### src/rtl/cia_pkg.sv
// Shared types, operation and status codes for the checked 32-bit ALU.
package cia_pkg;

   localparam int Width = 32;
   localparam int DivStepsDefault = 4;

   localparam logic [3:0] CMD_NEG = 4'd0;
   localparam logic [3:0] CMD_ADD = 4'd1;
   localparam logic [3:0] CMD_SUB = 4'd2;
   localparam logic [3:0] CMD_MUL = 4'd3;
   localparam logic [3:0] CMD_DIV = 4'd4;
   localparam logic [3:0] CMD_MOD = 4'd5;
   localparam logic [3:0] CMD_OR  = 4'd6;
   localparam logic [3:0] CMD_XOR = 4'd7;
   localparam logic [3:0] CMD_AND = 4'd8;
   localparam logic [3:0] CMD_SHL = 4'd9;
   localparam logic [3:0] CMD_SAR = 4'd10;

   localparam logic [1:0] ST_OK    = 2'd0;
   localparam logic [1:0] ST_OVF   = 2'd1;
   localparam logic [1:0] ST_DIV0  = 2'd2;
   localparam logic [1:0] ST_SHIFT = 2'd3;

   typedef struct packed {
      logic [3:0]         command;
      logic signed [31:0] left;
      logic signed [31:0] right;
   } cia_req_type;

   typedef struct packed {
      logic signed [31:0] value_out;
      logic [1:0]         status;
   } cia_rsp_type;

   typedef struct packed {
      logic [3:0]  cmd;
      logic [63:0] prod;
      logic [31:0] fast_val;
      logic [1:0]  fast_st;
      logic        a_neg;
      logic        b_neg;
      logic [31:0] dvs;
      logic [31:0] rem;
      logic [31:0] quo;
   } cia_work_type;

endpackage

### src/rtl/cia_div_stage.sv
// A few restoring division steps for one pipeline stage.
module cia_div_stage
   import cia_pkg::*;
#(
   parameter int STEPS = DivStepsDefault
) (
   input  cia_work_type work_in,
   output cia_work_type work_out
);

   logic [31:0] rem;
   logic [31:0] quo;
   logic [32:0] part;
   logic        ge;

   always_comb begin
      rem = work_in.rem;
      quo = work_in.quo;
      part = '0;
      ge = 1'b0;
      for (int k = 0; k < STEPS; k++) begin
         part = {rem, quo[31]};
         ge = part >= {1'b0, work_in.dvs};
         if (ge) part = part - {1'b0, work_in.dvs};
         rem = part[31:0];
         quo = {quo[30:0], ge};
      end
      work_out = work_in;
      work_out.rem = rem;
      work_out.quo = quo;
   end

endmodule

### config.mk
export PLATFORM = sky130hd
export DESIGN_NAME = cia_div_stage
export DESIGN_NICKNAME = d
export VERILOG_FILES = /design/src/rtl/cia_pkg.sv /design/src/rtl/cia_div_stage.sv
export SDC_FILE = /design/constraint.sdc
export NUM_CORES = 1
export LEC_CHECK = 0
export BUFFER_PORTS_ARGS = -buffer_cell sky130_fd_sc_hd__buf_2
export CORE_AREA = 2 2 156 158
export DETAILED_ROUTE_END_ITERATION = 8
export DIE_AREA = 0 0 158 160
export PLACE_DENSITY = 0.79
export SLEW_MARGIN = 20
export SYNTH_ARGS = -nofsm -noshare
export SYNTH_HDL_FRONTEND = slang
export SYNTH_SLANG_ARGS = --single-unit
### constraint.sdc
create_clock -name vclk -period 32.9
set_clock_uncertainty 0.05 [all_clocks]
set_input_delay 3.29 -clock vclk [all_inputs]
set_output_delay 3.29 -clock vclk [all_outputs]
set_load 0.02 [all_outputs]
==> results.ini <==
[detailed_routing]
wl_per_cell_microns = 18.9
dr.pass1.iters = 8
vias = 9047
postRouteAntennaNets = 0
wl_microns = 29500
drc = 0
avgViaCountPerCell = 5.82
drt_iter0_drc = 486

[timing]
setup_viol = 0
final-hold-violation-count = 0
min_period_ps = 20610
layout_worst_path_cycle_share_pct = 62.6
worst_pin_slew_ps = 815
rsz0062_at_grt = no
finalSetupTns_ps = 0
drv_slew = 0
max_freq_mhz = 48.5
slew_headroom_pct = 45.1

[global_routing]
track_usage_pct = 22.2
grt_antenna_before_repair = 3
first_global_vias = 8541
grt_pass1_wl_microns = 44700
overflow = 0
grt_start_max_net_pins = 34

[hold_path]
holdCritStartpoint = work_in[103]
hold_depth = 0
worstHoldEndpoint = work_out[103]
hold_class = in2out

[worst_setup_path]
critPathLaunchType = primary input
slowest_stage = and2_1
slowest_delay_ps = 680
cp_data_arrival_time_ps = 17270
worstPathRequired_ps = 29560
critPathMaxFanout = 33
end_kind = output pin
worstSetupPathType = in2out

[layout]
diodes = 0
n_clock_buffer = 0
fin_nets = 1565
flops_and_latches = 0
drive_above_1_share_pct = 21.1
area_growth_pct = -3.36
layout_commonest_cell = buf_2
regArea_sq_um = 0
final_cell_mix = 136 x buf_2, 128 x ha_1, 117 x a21oi_1, 83 x inv_1, 76 x nand2_1

[floorplan]
die_h_microns = 160
rows = 57
io_pins = 400
core_sq_mm = 0.0238
dieArea_sq_mm = 0.0253
start_util_pct = 40.5
die_w_microns = 158

[clock_network]
ctsHoldBuffers = 0
cts_resized = 0
cts_setup_buffers = 0

[placement]
portBuffers = 136
dp_hpwl_microns = 25400
gp_congestion = 0.988

[yosys]
syn_nets = 1618
yosysTopAreaCell = ha_1
yosys_warnings = 0
post_synth.cell_area_avg_sq_um = 7.50
synth_top_area_share_pct = 16.6
synthCells = 1286
ys_seq_area_share_pct = 0
synth.distinct_cells = 77
synth.cell_area_sq_mm = 0.00965
synthTopCellsByArea = ha_1 17%, buf_4 13%, mux2_4 7.8%

[job]
drv_cap = 0

[outcome]
outcome = completed

[layer usage]
| layer | wire [microns] | track usage [%] |
|---|---|---|
| met1 | 11800 | 26.1 |
| met2 | 13900 | 39.2 |
| met3 | 1950 | 2.93 |
| met4 | 1710 | 10.6 |
| met5 | 39 | 0 |
[kinds of logic (layout without fill, tap and decap cells)]
kind of cell / count (synthesis) / in the layout / share of synthesized area [%]
AND/OR/NAND/NOR: 292 / 292 / 14.8
adder cells (fa/ha/maj): 132 / 132 / 17.4
buffers and inverters: 278 / 223 / 18.1
multiplexers: 112 / 112 / 14.9
XOR/XNOR: 109 / 109 / 9.90
AO/OA/AOI/OAI: 363 / 363 / 24.8
[worst max path at each step]
| stage | cells after the start | end | from | slack, ps |
|---|---|---|---|---|
| 6_report | 47 | work_out[34] | work_in[67] | 12290 |
| 4_1_cts | 47 | work_out[34] | work_in[65] | 12490 |
| 3_3_place_gp | 49 | work_out[63] | work_in[65] | 12980 |
| 5_1_grt | 48 | work_out[34] | work_in[65] | 11400 |
| 3_5_place_dp | 49 | work_out[34] | work_in[65] | 12540 |
| 2_1_floorplan | 50 | work_out[32] | work_in[65] | 15470 |
[per-stage QoR]
stage               cell area [sq um]  std cells  hold slack [ps]  util (%)  setup WS, ps
detailed placement               9320       1555             6530      39.1         12540
global placement                 9320       1555             6530      39.1         12980
floorplan                        9650       1286             6640         -         15470
CTS                              9320       1555             6530      39.1         12490
global route                     9320       1555             6530      39.1         11400
finish                           9320       1555             6530      39.1         12290
[area by class of cell]
type               count  area (sq um)
repair buffers       139           703
fillers             2533         14500
multi-input cells   1008          7900
inverters             84           315
well taps            324           405
[critical path, delay by kind of cell]
kind                     cells  cell delay, ps
buffers and inverters        7            2290
adder cells (fa/ha/maj)      4            1400
AND/OR/NAND/NOR              8            2320
multiplexers                 5            1790
AO/OA/AOI/OAI               23            6110
[synth_stat cells, types with 4 or more instances]
library cell and instances:
buf_4 165, ha_1 128, a21oi_1 117, inv_1 83, nand2_1 76, xnor2_1 75
o21ai_0 69, nor2_1 66, mux2_4 50, mux2_2 42, a21o_1 37, xor2_1 34
nand3_1 30, nor3_1 25, nand4_1 22, o21a_1 20, mux2i_1 18, nand2b_1 17
clkbuf_1 16, o21bai_1 16, a31oi_1 13, nor2b_1 13, o211ai_1 12, a211oi_1 10
a311oi_1 7, and2_1 7, nor4_1 7, or3_1 7, buf_2 6, o31a_1 5
o31ai_1 5, or2_2 5, a221oi_1 4, and3_1 4, buf_6 4, fa_1 4
o21ai_1 4, o21ba_2 4
Power is not shown: default switching activity piles up to over one toggle a cycle in this logic, so the estimate is an artifact.
