--- config.mk ---
export PLATFORM = sky130hd
export DESIGN_NAME = cia_front
export DESIGN_NICKNAME = d
export VERILOG_FILES = /design/src/rtl/cia_pkg.sv /design/src/rtl/cia_front.sv
export SDC_FILE = /design/constraint.sdc
export NUM_CORES = 2
export LEC_CHECK = 0
export BUFFER_PORTS_ARGS = -buffer_cell sky130_fd_sc_hd__buf_2
export CELL_PAD_IN_SITES_DETAIL_PLACEMENT = 1
export CELL_PAD_IN_SITES_GLOBAL_PLACEMENT = 1
export CORE_MARGIN = 2
export CORE_UTILIZATION = 40
export DETAILED_ROUTE_END_ITERATION = 6
export PLACE_DENSITY_LB_ADDON = 0.15
export SYNTH_ARGS = -nofsm -noshare
export SYNTH_HDL_FRONTEND = slang
export SYNTH_SLANG_ARGS = --single-unit
--- constraint.sdc ---
create_clock -name vclk -period 9.7
set_clock_uncertainty 0.05 [all_clocks]
set_input_delay 0 -clock vclk [all_inputs]
set_output_delay 0 -clock vclk [all_outputs]
set_load 0.01 [all_outputs]
--- src/rtl/cia_pkg.sv ---
// Shared types, operation and status codes for the checked 32-bit ALU.
package cia_pkg;

   localparam int Width = 32;
   localparam int DivStepsDefault = 4;

   localparam logic [3:0] CMD_NEG = 4'd0;
   localparam logic [3:0] CMD_ADD = 4'd1;
   localparam logic [3:0] CMD_SUB = 4'd2;
   localparam logic [3:0] CMD_MUL = 4'd3;
   localparam logic [3:0] CMD_DIV = 4'd4;
   localparam logic [3:0] CMD_MOD = 4'd5;
   localparam logic [3:0] CMD_OR  = 4'd6;
   localparam logic [3:0] CMD_XOR = 4'd7;
   localparam logic [3:0] CMD_AND = 4'd8;
   localparam logic [3:0] CMD_SHL = 4'd9;
   localparam logic [3:0] CMD_SAR = 4'd10;

   localparam logic [1:0] ST_OK    = 2'd0;
   localparam logic [1:0] ST_OVF   = 2'd1;
   localparam logic [1:0] ST_DIV0  = 2'd2;
   localparam logic [1:0] ST_SHIFT = 2'd3;

   typedef struct packed {
      logic [3:0]         command;
      logic signed [31:0] left;
      logic signed [31:0] right;
   } cia_req_type;

   typedef struct packed {
      logic signed [31:0] value_out;
      logic [1:0]         status;
   } cia_rsp_type;

   typedef struct packed {
      logic [3:0]  cmd;
      logic [63:0] prod;
      logic [31:0] fast_val;
      logic [1:0]  fast_st;
      logic        a_neg;
      logic        b_neg;
      logic [31:0] dvs;
      logic [31:0] rem;
      logic [31:0] quo;
   } cia_work_type;

endpackage

--- src/rtl/cia_front.sv ---
// Operand decode, simple operations, multiplier and divider setup.
module cia_front
   import cia_pkg::*;
(
   input  cia_req_type  req_item,
   output cia_work_type work
);

   logic [32:0] sum33;
   logic [32:0] dif33;
   logic [32:0] neg33;
   logic        big_shift;

   always_comb begin
      sum33 = {req_item.left[31], req_item.left} + {req_item.right[31], req_item.right};
      dif33 = {req_item.left[31], req_item.left} - {req_item.right[31], req_item.right};
      neg33 = 33'd0 - {req_item.left[31], req_item.left};
      big_shift = |req_item.right[30:5];

      work.cmd = req_item.command;
      work.prod = 64'(req_item.left * req_item.right);
      work.a_neg = req_item.left[31];
      work.b_neg = req_item.right[31];
      work.dvs = req_item.right[31] ? 32'(-req_item.right) : req_item.right;
      work.quo = req_item.left[31] ? 32'(-req_item.left) : req_item.left;
      work.rem = '0;
      work.fast_val = '0;
      work.fast_st = ST_OK;

      unique case (req_item.command)
         CMD_NEG: begin
            work.fast_val = neg33[31:0];
            if (neg33[32] != neg33[31]) work.fast_st = ST_OVF;
         end
         CMD_ADD: begin
            work.fast_val = sum33[31:0];
            if (sum33[32] != sum33[31]) work.fast_st = ST_OVF;
         end
         CMD_SUB: begin
            work.fast_val = dif33[31:0];
            if (dif33[32] != dif33[31]) work.fast_st = ST_OVF;
         end
         CMD_DIV, CMD_MOD: begin
            if (req_item.right == 32'sd0) work.fast_st = ST_DIV0;
         end
         CMD_OR:  work.fast_val = req_item.left | req_item.right;
         CMD_XOR: work.fast_val = req_item.left ^ req_item.right;
         CMD_AND: work.fast_val = req_item.left & req_item.right;
         CMD_SHL: begin
            if (req_item.right[31]) work.fast_st = ST_SHIFT;
            else if (big_shift) work.fast_val = '0;
            else work.fast_val = req_item.left << req_item.right[4:0];
         end
         CMD_SAR: begin
            if (req_item.right[31]) work.fast_st = ST_SHIFT;
            else if (big_shift) work.fast_val = {32{req_item.left[31]}};
            else work.fast_val = req_item.left >>> req_item.right[4:0];
         end
         default: work.fast_val = '0;
      endcase
   end

endmodule

==> summary by stage <==
Die
For this design the top-level I/O count stands at 268. The die area is 114000 µm². The initial cell density of the core is 0.403.

The floorplan step set the die width to 338 µm. The die is 338 µm tall. In this run the core area contains roughly 120 standard-cell rows. The placeable core region is 111000 µm².

Drt
The detailed router finished its first iteration with 2945 violations. The routed design has 194000 µm of wire. For this run, design rule violations remaining after detail routing come to 0.

The final antenna-violating net count is 0. The number of vias per cell after detailed routing is 5.69. The detailed-route wire length per cell is 28.2 µm.

The total number of vias is ~39000. The first-pass detailed-route iteration total is 6.

STA
The achievable frequency is 110 MHz. The actual slew at the worst max-slew pin is 1.37 ns. On the final layout, the worst hold slack is 0.269 ns. Setup violations remaining at the end of the flow were counted as 0.

Setup repair after global routing left no endpoint under its margin. The final number of max-transition violations came to 0. The number of hold violations in the final report is 0. The remaining max-slew budget at the tightest pin is 0.0825. The final critical delay including setup and external delays is 9.10 ns. After routing, the total negative slack on setup checks comes to 0 ns. The portion of the clock cycle consumed by the worst path in the final layout is 0.939.

Yosys
After synthesis the cells add up to 44700 µm². In the post-synthesis netlist, the biggest area contributors are sky130_fd_sc_hd__fa_1, sky130_fd_sc_hd__inv_1, sky130_fd_sc_hd__ha_1, sky130_fd_sc_hd__nor2_1, sky130_fd_sc_hd__nand2_1. sky130_fd_sc_hd__fa_1 takes more of the synthesized area than any other cell.

The share of the Yosys chip area taken by registers is 0. The number of cells produced by synthesis is 5271. The top-area cell type share of the netlist area is 0.485.

The average footprint of a synthesized cell is approximately 8.5 µm². The unique cell type count in the Yosys netlist is 82. Yosys printed 0 warnings.

Setup path
Of all nets on the critical path, the largest fanout is 11. STA classifies the critical path startpoint as an input port. The most critical setup path has its startpoint at req_item[51]. The sort of element at the end of the critical path is a primary output. The startpoint-to-endpoint class of the critical path is in2out.

The endpoint required time on the critical path is a little under 10 ns. The critical path data arrival time is slightly above 9 ns.

Global route
Across every metal layer, demand over resource in global routing totals 0.339. Entering global routing, the biggest net connects 66 pins. The first global-routing pass estimated 288000 µm of wire.

The via count of the first global-routing pass is between 40000 and 50000. Summed over all layers, the global routing overflow is 0. The initial antenna violation count is 5.

Cells and area
Registers take 0 µm². The area overhead of the layout relative to synthesis is 7.37%. In the finished layout, the clock tree contains a buffer count of 0. The design has 0 sequential cells. In the final layout, the share of cells above drive strength 1 is 0.103. The count of nets after finishing is approximately 6800.

Clocking
The number of post-CTS setup repair buffers is 0.

Hold path
The hold path startpoint is req_item[64]. The tightest min-delay check is of the in2out type.

Placement
The post-detailed-placement half-perimeter wirelength is 163000 µm. During placement, the flow inserted port buffers numbering 236. The final weighted congestion in routability-driven placement is between 1 and 1.5.

Flow run
Across the run, the number of max-cap violations was 0.

Run status
The run finished with clean final reports.
-- stage by stage --
stage | cell area [µm²] | worst slack [ns] | std cells | util
after global placement | 48000 | 0.148 | 6867 | 0.433
final | 48000 | 0.595 | 6871 | 0.433
after detailed placement | 48000 | 0.112 | 6867 | 0.433
after floorplan | 44800 | 1.13 | 5302 | -
after CTS | 48000 | 0.0830 | 6867 | 0.433
after global routing | 48000 | 0.273 | 6868 | 0.433
-- layout make-up --
class	count	area [µm²]
Timing Repair Buffer	444	2820
Fill cell	13300	62800
Inverter	1051	3950
Tap cell	1488	1860
Multi-Input combinational cell	3884	39400
Antenna cell	4	10.0
-- metal layers --
metal	track usage	share of wire
met1	0.441	0.40
met2	0.556	0.47
met3	0.0460	0.069
met4	0.164	0.059
met5	0	0.000077
-- synthesized netlist by cell type (20+ instances only) --
cell type / instances
sky130_fd_sc_hd__clkinv_1: 23
sky130_fd_sc_hd__xnor2_1: 145
sky130_fd_sc_hd__clkbuf_1: 236
sky130_fd_sc_hd__mux4_2: 59
sky130_fd_sc_hd__a221oi_1: 34
sky130_fd_sc_hd__nand3_1: 29
sky130_fd_sc_hd__nor3_1: 47
sky130_fd_sc_hd__o22ai_1: 33
sky130_fd_sc_hd__o21bai_1: 27
sky130_fd_sc_hd__buf_1: 77
sky130_fd_sc_hd__o21ai_0: 117
sky130_fd_sc_hd__buf_4: 43
sky130_fd_sc_hd__a31oi_1: 20
sky130_fd_sc_hd__mux2i_1: 34
sky130_fd_sc_hd__ha_1: 285
sky130_fd_sc_hd__fa_1: 1084
sky130_fd_sc_hd__a21oi_1: 177
sky130_fd_sc_hd__a21o_1: 47
sky130_fd_sc_hd__inv_1: 1011
sky130_fd_sc_hd__nor2_1: 730
sky130_fd_sc_hd__o221ai_1: 20
sky130_fd_sc_hd__nand2_1: 606
sky130_fd_sc_hd__o21ai_1: 33
-- worst paths after layout --
path                    end  slack, ns  cells after the start
hold / removal    work[196]       0.27                      2
setup / recovery  work[195]       0.60                     27
-- placed cells by master, fill, tap and decap left out, types with 34 or more instances in the layout --
cell type / synthesis / final
sky130_fd_sc_hd__a21o_1: 47 / 47
sky130_fd_sc_hd__a21oi_1: 177 / 177
sky130_fd_sc_hd__a221oi_1: 34 / 34
sky130_fd_sc_hd__buf_2: 10 / 234
sky130_fd_sc_hd__buf_4: 43 / 204
sky130_fd_sc_hd__fa_1: 1084 / 1084
sky130_fd_sc_hd__ha_1: 285 / 285
sky130_fd_sc_hd__inv_1: 1011 / 1011
sky130_fd_sc_hd__mux2i_1: 34 / 34
sky130_fd_sc_hd__mux4_2: 59 / 59
sky130_fd_sc_hd__nand2_1: 606 / 606
sky130_fd_sc_hd__nor2_1: 730 / 730
sky130_fd_sc_hd__nor3_1: 47 / 44
sky130_fd_sc_hd__o21ai_0: 117 / 117
sky130_fd_sc_hd__xnor2_1: 145 / 145
-- critical path, stage by stage --
cell and delay (ns):
sky130_fd_sc_hd__buf_2 0.09, sky130_fd_sc_hd__clkinv_1 0.67, sky130_fd_sc_hd__buf_4 0.43, sky130_fd_sc_hd__nor2_1 0.12, sky130_fd_sc_hd__fa_1 0.45, sky130_fd_sc_hd__fa_1 0.45, sky130_fd_sc_hd__fa_1 0.55, sky130_fd_sc_hd__inv_1 0.05
sky130_fd_sc_hd__fa_1 0.47, sky130_fd_sc_hd__inv_1 0.05, sky130_fd_sc_hd__fa_1 0.50, sky130_fd_sc_hd__fa_1 0.58, sky130_fd_sc_hd__fa_1 0.43, sky130_fd_sc_hd__fa_1 0.44, sky130_fd_sc_hd__ha_1 0.40, sky130_fd_sc_hd__a21oi_1 0.20
sky130_fd_sc_hd__o21ai_1 0.13, sky130_fd_sc_hd__a221oi_1 0.39, sky130_fd_sc_hd__o221ai_1 0.18, sky130_fd_sc_hd__buf_4 0.20, sky130_fd_sc_hd__o31ai_2 0.69, sky130_fd_sc_hd__a31oi_1 0.34, sky130_fd_sc_hd__a211o_1 0.41, sky130_fd_sc_hd__a221o_1 0.34
sky130_fd_sc_hd__a21oi_1 0.20, sky130_fd_sc_hd__xnor2_1 0.13, sky130_fd_sc_hd__buf_2 0.14
-- cell families (layout without fill, tap and decap cells) --
logic type,Yosys count,in the layout,share of synthesized area
muxes,103,103,0.0399
adders and majority gates,1369,1369,0.565
other,1,36,0.0000839
and+or+nand+nor,1551,1551,0.142
buffers and inverters,1418,1495,0.123
AOI/OAI and AO/OA,665,665,0.0979
xor gates and xnor gates,164,164,0.0321
-- what timing repair did --
item / CTS / global route
endpoints found under the setup margin: 0 / 1
hold endpoints to repair: 0 / 0
resized for setup: 0 / 1
hold buffers: 0 / 0
Power is left out: the tool's default activity adds up to more than one toggle a clock period on the data nets, which glitch-free logic cannot reach.
