### src/rtl/cia_pkg.sv
// Shared types, operation and status codes for the checked 32-bit ALU.
package cia_pkg;

   localparam int Width = 32;
   localparam int DivStepsDefault = 4;

   localparam logic [3:0] CMD_NEG = 4'd0;
   localparam logic [3:0] CMD_ADD = 4'd1;
   localparam logic [3:0] CMD_SUB = 4'd2;
   localparam logic [3:0] CMD_MUL = 4'd3;
   localparam logic [3:0] CMD_DIV = 4'd4;
   localparam logic [3:0] CMD_MOD = 4'd5;
   localparam logic [3:0] CMD_OR  = 4'd6;
   localparam logic [3:0] CMD_XOR = 4'd7;
   localparam logic [3:0] CMD_AND = 4'd8;
   localparam logic [3:0] CMD_SHL = 4'd9;
   localparam logic [3:0] CMD_SAR = 4'd10;

   localparam logic [1:0] ST_OK    = 2'd0;
   localparam logic [1:0] ST_OVF   = 2'd1;
   localparam logic [1:0] ST_DIV0  = 2'd2;
   localparam logic [1:0] ST_SHIFT = 2'd3;

   typedef struct packed {
      logic [3:0]         command;
      logic signed [31:0] left;
      logic signed [31:0] right;
   } cia_req_type;

   typedef struct packed {
      logic signed [31:0] value_out;
      logic [1:0]         status;
   } cia_rsp_type;

   typedef struct packed {
      logic [3:0]  cmd;
      logic [63:0] prod;
      logic [31:0] fast_val;
      logic [1:0]  fast_st;
      logic        a_neg;
      logic        b_neg;
      logic [31:0] dvs;
      logic [31:0] rem;
      logic [31:0] quo;
   } cia_work_type;

endpackage

### src/rtl/cia_back.sv
// Final result: product range check, floor quotient and modulo, error zeroing.
module cia_back
   import cia_pkg::*;
(
   input  cia_work_type work,
   output cia_rsp_type  rsp_item
);

   logic [31:0] val;
   logic [1:0]  st;
   logic [32:0] q33;
   logic        rnz;

   always_comb begin
      val = work.fast_val;
      st = work.fast_st;
      rnz = |work.rem;
      q33 = {1'b0, work.quo};
      if (work.a_neg != work.b_neg) begin
         q33 = rnz ? ~{1'b0, work.quo} : 33'(-{1'b0, work.quo});
      end

      unique case (work.cmd)
         CMD_MUL: begin
            val = work.prod[31:0];
            if (!((&work.prod[63:31]) || !(|work.prod[63:31]))) st = ST_OVF;
         end
         CMD_DIV: begin
            val = q33[31:0];
            if (st == ST_OK && q33[32] != q33[31]) st = ST_OVF;
         end
         CMD_MOD: begin
            if (work.a_neg == work.b_neg || !rnz) begin
               val = work.a_neg ? 32'(-work.rem) : work.rem;
            end else begin
               val = work.b_neg ? work.rem - work.dvs : work.dvs - work.rem;
            end
         end
         default: val = work.fast_val;
      endcase

      rsp_item.status = st;
      rsp_item.value_out = (st != ST_OK) ? '0 : val;
   end

endmodule

### config.mk
export PLATFORM = sky130hd
export DESIGN_NAME = cia_back
export DESIGN_NICKNAME = d
export VERILOG_FILES = /design/src/rtl/cia_pkg.sv /design/src/rtl/cia_back.sv
export SDC_FILE = /design/constraint.sdc
export NUM_CORES = 1
export LEC_CHECK = 0
export BUFFER_PORTS_ARGS = -buffer_cell sky130_fd_sc_hd__buf_4
export CORE_MARGIN = 10
export CORE_UTILIZATION = 40
export DETAILED_ROUTE_END_ITERATION = 10
export PLACE_DENSITY_LB_ADDON = 0.2
export SETUP_SLACK_MARGIN = 0.02
export SYNTH_ARGS = -nofsm -noshare
export SYNTH_HDL_FRONTEND = slang
export SYNTH_SLANG_ARGS = --single-unit
export TNS_END_PERCENT = 1
### constraint.sdc
create_clock -name vclk -period 8.4
set_clock_uncertainty 0.05 [all_clocks]
set_input_delay 0.84 -clock vclk [all_inputs]
set_output_delay 0.84 -clock vclk [all_outputs]
set_load 0.03 [all_outputs]
==> results of run 1 <==
[cell families after synthesis]
| kind of cell | Yosys count | share of synthesized area |
|---|---|---|
| buffers and inverters | 140 | 0.0844 |
| xor gates and xnor gates | 79 | 0.108 |
| muxes | 6 | 0.00937 |
| and+or+nand+nor | 345 | 0.270 |
| adders and majority gates | 68 | 0.135 |
| AOI/OAI and AO/OA | 388 | 0.393 |
[metal layers]
layer	global-route usage	routed length (µm)	share of wire	vias to the layer above
met1	0.366	13500	0.42	4163
met5	0	0	0	-
met2	0.460	15000	0.46	508
li1	-	-	-	4220
met3	0.0457	3310	0.10	39
met4	0.0511	660	0.020	0
[metrics by stage]
stage / cell area, µm² / hold WS [ps] / power [mW]
after floorplan: 6410 / 1840 / 0.304
after global placement: 8250 / 2010 / 0.514
after detailed placement: 8250 / 2020 / 0.511
after CTS: 8250 / 2020 / 0.513
after global routing: 8250 / 2030 / 0.568
final: 8250 / 2020 / 0.527
[path summary, 6_finish.rpt]
path,from,endpoint,slack (ps),depth (start not counted)
min,work[99],rsp_item[0],2020,3
max,work[33],rsp_item[23],3000,11
[power by group through the flow]
| stage | Sequential, mW | Combinational, mW | Clock, mW |
|---|---|---|---|
| 6_report | 0 | 0.527 | 0.0000000159 |
| 5_1_grt | 0 | 0.568 | 0.0000000159 |
| 4_1_cts | 0 | 0.513 | 0 |
| 3_5_place_dp | 0 | 0.511 | 0 |
| 3_3_place_gp | 0 | 0.514 | 0 |
| 2_1_floorplan | 0 | 0.304 | 0 |
[cell type report]
cell class	instances	area, µm²
antenna	1	2.50
inverter	78	293
multi-input combinational	886	5880
tap	216	270
timing repair buffer	240	1800
fill	1734	7520
[layout by cell type, fill, tap and decap left out, drive strengths merged, types with 13 or more instances in the layout]
| master | Yosys | final |
|---|---|---|
| a211oi | 31 | 31 |
| a21o | 13 | 13 |
| a21oi | 116 | 116 |
| a222oi | 15 | 15 |
| a31oi | 17 | 17 |
| buf | 11 | 240 |
| ha | 66 | 66 |
| inv | 78 | 78 |
| nand2 | 99 | 99 |
| nand3 | 21 | 21 |
| nand4 | 29 | 29 |
| nor2 | 80 | 80 |
| nor3 | 33 | 33 |
| nor4 | 24 | 24 |
| o211ai | 14 | 14 |
| o21ai | 88 | 88 |
| o31ai | 13 | 13 |
| xnor2 | 51 | 51 |
| xor2 | 28 | 28 |
==> results by group, run 1 <==
Status
  • Status: finished, final reports clean

Synth
  • Synth cell types: 68
  • Area contributors post-synth: ha_1, a21oi_1, xnor2_1
  • Leading area contributor after synthesis: ha_1
  • Mapped Nets: 1294
  • Cell with the most instances after synthesis: a21oi_1
  • Register area share after synthesis: 0
  • Syn Std Cell Area: 6410 µm²
  • Ys Warns: 0
  • Avg Inst Size Synth: 6.25 µm²
  • Yosys top cell area share: 0.129
  • Cells after Synth: 1026
  • Synth cell count leaders: a21oi_1, nand2_1, o21ai_0, inv_1, nor2_1

GRT
  • Vias in the first global route: 8303
  • First-pass GRT wire length: 48.1 mm
  • Initial antenna violation count: 1
  • Total grt overflow: 0
  • Gr usage total: 0.276
  • Largest net degree at the start of global routing: 51

Pwr
  • Power Density: 63.9 nW/µm²
  • Switching power total: 0.319 mW
  • Comb power frac: 1.000
  • Part of the power in registers: 0
  • Peak VDD IR: 0.0312 mV
  • Sw frac: 0.606
  • Leak: 3.56 nW
  • Internal Power: 0.208 mW
  • Clock share of power: 0

Run
  • Max-Cap Viols: 0

Final layout
  • Fin cells: 1421
  • Nets: 1474
  • Sequential Area: 0 µm²
  • Layout Utilization: 0.523
  • Sequential cells: 0
  • Clock buf count: 0
  • P&R area growth vs syn: 28.7%
  • Ratio of cells with drive above 1 in the final layout: 0.215

Detailed routing
  • Final wirelength: 32.5 mm
  • Vias per cell: 6.28
  • Drt drc: 0
  • Iter 0 DRT Violations: 1163
  • First-pass DRT Iterations: 7
  • Routed Antenna Nets: 0
  • Routed length per instance: 22.9 µm
  • Total number of vias: 8930

Timing
  • PnR worst setup slack: 3000 ps
  • RSZ-0062 raised after global routing: no
  • Tmin final: 5400 ps
  • Setup_tns: 0 ps
  • Worst-Margin Slew: 1070 ps
  • Fmax: 0.185 GHz
  • Worst slew margin: 0.288
  • Final period util: 0.643
  • Pins Over Slew Limit: 0
  • Hold Fails Final Rpt: 0
  • Final Setup Violations: 0

Floorplan
  • Chip width: 147 µm
  • Total core area: 15800 µm²
  • Die area: 21500 µm²
  • IO Pins: 234
  • Initial Util: 0.406
  • FP Rows: 46
  • Die Height: 147 µm

Clocking
  • CTS Hold Buffers Added: 0
  • Post-CTS Setup Bufs: 0
  • Cts repair resizes: 0

Critical path
  • CP max stage delay: 610 ps
  • Critical path required time: 7510 ps
  • Most used cell, CP: buf_4
  • Crit path buf inv count: 3
  • Crit path launch type: primary input
  • CP arrival: 4510 ps
  • CP Class: primary input to output pin
  • Cell family with most CP delay: simple AND/OR/NAND/NOR gates
  • Setup crit end kind: output pin
  • Crit-path cells: buf_4 > inv_1 > ha_1 > nor4b_1 > and4_1 > nand4_1 > o41a_1 > o21ai_1 > nand3b_2 > a311oi_2 > buf_4
  • Critical Path Fanout Max: 32
  • Worst path slowest cell: nor4b_1

Placement
  • Post-Place Cells: 1420
  • Post-DP HPWL: 27.6 mm
  • Post-place setup slack: 3110 ps
  • GP Congestion: 1.03
  • Port Buf Inserts: 234

Worst hold path
  • Hold crit path type: primary input to output pin
Power figures use the tool's default switching activity.
==> run 2, diff against run 1 <==
Settings changed: ABC_AREA set to 1.
Clock period 8.4 ns to 4.76 ns, I/O delays scaled along.
==> run 2 against run 1 <==
Synthesized cell count increased by 72%. Global-route usage increased by 0.21 points. Non-clock buffer count increased by 4. First-iteration DRC count increased by 1.6%. Combinational power increased by 100%. Design area increased by 25%. Core utilization decreased by 1.7 points. Wire length increased by 22%. Flip-flop and latch count unchanged. Via count increased by 34%. Highest routed layer unchanged.
==> results by group, run 2 <==
Status
  • Status: finished, final reports clean

Timing
  • Final period util: 0.854
  • Setup_tns: 0 ps
  • Hold Fails Final Rpt: 0
  • Pins Over Slew Limit: 0
  • Min Hold Slack: 1280 ps
  • Fmax: 0.246 GHz
  • Final Setup Violations: 0
  • PnR worst setup slack: 697 ps
  • RSZ-0062 raised after global routing: no
  • Worst-Margin Slew: 796 ps
  • Tmin final: 4060 ps
  • Worst slew margin: 0.469

Synth
  • Cell with the most instances after synthesis: nand2_1
  • Area contributors post-synth: nand2_1, inv_1, nand3_1
  • Syn Std Cell Area: 8320 µm²
  • Avg Inst Size Synth: 4.72 µm²
  • Synth cell types: 42
  • Mapped Nets: 2030
  • Ys Warns: 0
  • Leading area contributor after synthesis: nand2_1
  • Cells after Synth: 1762
  • Yosys top cell area share: 0.291
  • Register area share after synthesis: 0
  • Synth cell count leaders: nand2_1, inv_1, nor2_1, nand3_1, a21oi_1

Clocking
  • Cts repair resizes: 0
  • Post-CTS Setup Bufs: 0
  • CTS Hold Buffers Added: 0

GRT
  • Initial antenna violation count: 0
  • First-pass GRT wire length: 61.1 mm
  • Met1 Use GR: 0.371
  • Vias in the first global route: 11600
  • Largest net degree at the start of global routing: 45
  • Total grt overflow: 0
  • GR peak layer: met2
  • Gr usage total: 0.278
  • GR Util met2: 0.441
  • GR Layer Usage met3: 0.0395

Placement
  • Post-DP HPWL: 34.2 mm
  • GP Congestion: 0.988
  • Port Buf Inserts: 234
  • Post-place setup slack: 739 ps
  • Dpl cell area: 10300 µm²

Detailed routing
  • Routed length per instance: 17.7 µm
  • Vias per cell: 5.34
  • First-pass DRT Iterations: 7
  • Routed Antenna Nets: 0
  • Drt drc: 0
  • Iter 0 DRT Violations: 1182
  • Total number of vias: 11900
  • Final wirelength: 39.6 mm

Floorplan
  • Total core area: 20400 µm²
  • Chip width: 164 µm
  • IO Pins: 234
  • FP Rows: 52
  • Die Height: 164 µm
  • Die area: 27000 µm²
  • Initial Util: 0.409

Critical path
  • Critical path required time: 4230 ps
  • Setup crit end kind: output pin
  • Critical Path Fanout Max: 20
  • CP arrival: 3540 ps
  • Crit path launch type: primary input
  • CP Class: primary input to output pin

Final layout
  • Most common cell after layout, fill and taps aside: nand2_1
  • Sequential cells: 0
  • Final instance area: 10300 µm²
  • Nets: 2236
  • Commonest cells after routing, fill and taps aside: nand2_1, inv_1, buf_4, nor2_1, nand3_1
  • P&R area growth vs syn: 23.8%
  • Filler cells: 2337
  • Ratio of cells with drive above 1 in the final layout: 0.157
  • Sequential Area: 0 µm²
  • Antenna cells: 0
  • Clock buf count: 0

Worst hold path
  • Hold crit path type: primary input to output pin

Pwr
  • Total power: 1.08 mW
  • Power Density: 105 nW/µm²
  • Peak VDD IR: 0.0488 mV
  • Leak: 5.91 nW

Run
  • Max-Cap Viols: 0
==> run 2: cell types whose count changed in the layout (fill, tap and decap cells not counted), sizes merged, moves of 19 or more <==
| cell | before | now |
|---|---|---|
| xnor2 | 51 | 3 |
| nand3 | 21 | 183 |
| nand2 | 99 | 647 |
| inv | 78 | 281 |
| nor3 | 33 | 12 |
| a211oi | 31 | 0 |
| nor2 | 80 | 215 |
| a21oi | 116 | 97 |
==> run 2: kinds of logic (layout without fill, tap and decap cells) <==
group	count (synthesis)	after routing	synth area share
buffers and inverters	322	526	0.150
multiplexers	1	1	0.00120
XOR/XNOR	17	17	0.0188
adder cells (fa/ha/maj)	68	68	0.104
AND/OR/NAND/NOR	1140	1140	0.584
AO/OA/AOI/OAI	214	214	0.142
==> run 2: power by group <==
group / switching [mW] / leakage (nW) / internal [mW] / total (mW)
combinational: 0.696 / 5.91 / 0.385 / 1.08
clock: 0 / 0 / 0 / 0
sequential: 0 / 0 / 0 / 0
==> run 2: area by class of cell <==
type / count / area [µm²] / area share
repair buffers: 244 / 1830 / 0.178
well taps: 270 / 338 / 0.0328
multi-input cells: 1440 / 7070 / 0.687
inverters: 282 / 1060 / 0.103
==> run 2: path summary, 6_finish.rpt <==
path                  startpoint           to  slack (ps)  cells past startpoint
worst max-delay path    work[33]  rsp_item[6]         700                     15
worst min-delay path   work[100]  rsp_item[2]        1280                      4
==> run 2: worst max-delay path: stages <==
cell,delay [ps]
buf_4,120
inv_1,170
ha_1,230
nand3_2,140
nor2_4,250
nand2_2,160
nor2_4,150
buf_4,210
a21oi_1,120
inv_1,70
nand2_1,60
nand3_2,220
nand3_2,620
a21oi_2,310
buf_4,190
==> run 2: routing by layer <==
layer	share of wire	vias up
li1	-	5986
met1	0.43	5298
met2	0.44	572
met3	0.084	78
met4	0.042	0
met5	0	-
==> run 2: metrics by stage <==
step / util / std cells
after floorplan: - / 1762
after global placement: 0.506 / 2236
after detailed placement: 0.506 / 2236
after CTS: 0.506 / 2236
after global routing: 0.506 / 2236
final: 0.506 / 2236
==> run 3, diff against run 2 <==
Settings changed: ABC_AREA 1 to 0.
==> run 3 against run 2 <==
Count of clock-buffer cells in the layout did not move. Worst hold slack improved by 4.8 ps. Critical endpoint is now rsp_item[31]. Flip-flop and latch count did not move. Design area is 19% lower. Fmax shrank 7.5%. Largest cell class unchanged. Total power decreased by 13%. Wire length down 19%. Combinational power shrank 13%. Critical path type unchanged.
==> results by group, run 3 (synthesis gave the netlist of run 1 again) <==
Timing
  • Hold Fails Final Rpt: 0
  • RSZ-0062 raised after global routing: no
  • Fmax: 0.228 GHz
  • Pins Over Slew Limit: 0
  • Worst slew margin: 0.233
  • Final period util: 0.923
  • Setup_tns: 0 ps
  • Final Setup Violations: 0
  • Tmin final: 4390 ps
  • Worst-Margin Slew: 1150 ps

Detailed routing
  • Routed length per instance: 22.4 µm
  • Iter 0 DRT Violations: 909
  • Vias per cell: 6.31
  • Routed Antenna Nets: 0
  • Total number of vias: 9062
  • Final wirelength: 32.2 mm
  • Drt drc: 0
  • First-pass DRT Iterations: 6

GRT
  • Largest net degree at the start of global routing: 34
  • Total grt overflow: 0
  • First-pass GRT wire length: 47.9 mm
  • Gr usage total: 0.273
  • Initial antenna violation count: 3
  • Vias in the first global route: 8342

Final layout
  • Nets: 1488
  • Sequential cells: 0
  • Clock buf count: 0
  • P&R area growth vs syn: 30.4%
  • Most common cell after layout, fill and taps aside: buf_4
  • Ratio of cells with drive above 1 in the final layout: 0.224
  • Sequential Area: 0 µm²
  • Commonest cells after routing, fill and taps aside: buf_4, a21oi_1, nand2_1, o21ai_0, inv_1
  • Filler cells: 1678

Worst hold path
  • Hold crit path type: primary input to output pin
  • Cell depth of the worst hold path: 3
  • Hold path start: work[99]
  • WHS Endpoint: rsp_item[1]

Floorplan
  • Total core area: 15800 µm²
  • Chip width: 147 µm
  • IO Pins: 234
  • Initial Util: 0.406
  • Die area: 21500 µm²
  • FP Rows: 46
  • Die Height: 147 µm

Placement
  • Post-DP HPWL: 27.5 mm
  • Port Buf Inserts: 234
  • GP Congestion: 1.02

Critical path
  • CP Class: primary input to output pin
  • Crit path launch type: primary input
  • CP arrival: 3870 ps
  • Setup crit end kind: output pin
  • Critical path required time: 4230 ps
  • Critical Path Fanout Max: 11

Pwr
  • Power Density: 113 nW/µm²
  • Leak: 3.63 nW
  • Total power: 0.942 mW
  • Peak VDD IR: 0.0511 mV

Run
  • Max-Cap Viols: 0

Status
  • Status: finished, final reports clean

Clocking
  • CTS Hold Buffers Added: 0
  • Cts repair resizes: 0
  • Post-CTS Setup Bufs: 0
-- run 3: changes by cell type in the layout (fill, tap and decap cells not counted), moves of 14 or more --
cell      before  now
a21oi_1       94  116
nor2_2        22    3
nor3_1        10   31
a222oi_1       0   15
or2_2         17    3
inv_1        272   78
a211oi_1       0   31
xor2_1        14   28
nor2_1       190   77
xnor2_1        2   50
nand2_1      645   99
nand3_1      180   21
-- run 3: routing by layer --
metal  GRT usage  routed length (µm)
met1       0.363               13700
met2       0.446               14600
met3      0.0436                3040
met4      0.0691                 881
met5           0                   0
-- run 3: final cells by class --
cell class	count	area, µm²	area share
antenna	2	5.00	0.000599
inverter	78	293	0.0350
tap	216	270	0.0323
multi-input combinational	886	5880	0.704
timing repair buffer	254	1910	0.228
-- run 3: how the worst max path moves through the flow --
stage | cells past startpoint | end | start
floorplan | 11 | rsp_item[31] | work[36]
global route | 12 | rsp_item[31] | work[34]
global placement | 12 | rsp_item[31] | work[34]
finish | 12 | rsp_item[31] | work[34]
detailed placement | 12 | rsp_item[31] | work[34]
CTS | 12 | rsp_item[31] | work[34]
-- run 3: critical path, stage by stage --
cell,delay [ps]
buf_4,110
inv_1,70
ha_1,540
a21oi_1,170
a211oi_1,410
nor3_1,120
a211oi_1,530
nor2_1,150
or3b_2,510
a211o_1,320
a311oi_1,230
buf_4,210
-- run 3: report_power, final --
part / switching [mW] / internal, mW
sequential: 0 / 0
combinational: 0.568 / 0.374
clock: 0 / 0.0000000562
-- run 3: through the flow --
stage	cell area (µm²)	instances	util	setup WS [ps]	hold WS (ps)
after floorplan	6410	1026	-	716	1120
after global placement	8350	1434	0.530	522	1270
after detailed placement	8350	1434	0.530	440	1280
after CTS	8350	1434	0.530	442	1280
after global routing	8360	1436	0.530	335	1310
final	8360	1436	0.530	367	1290
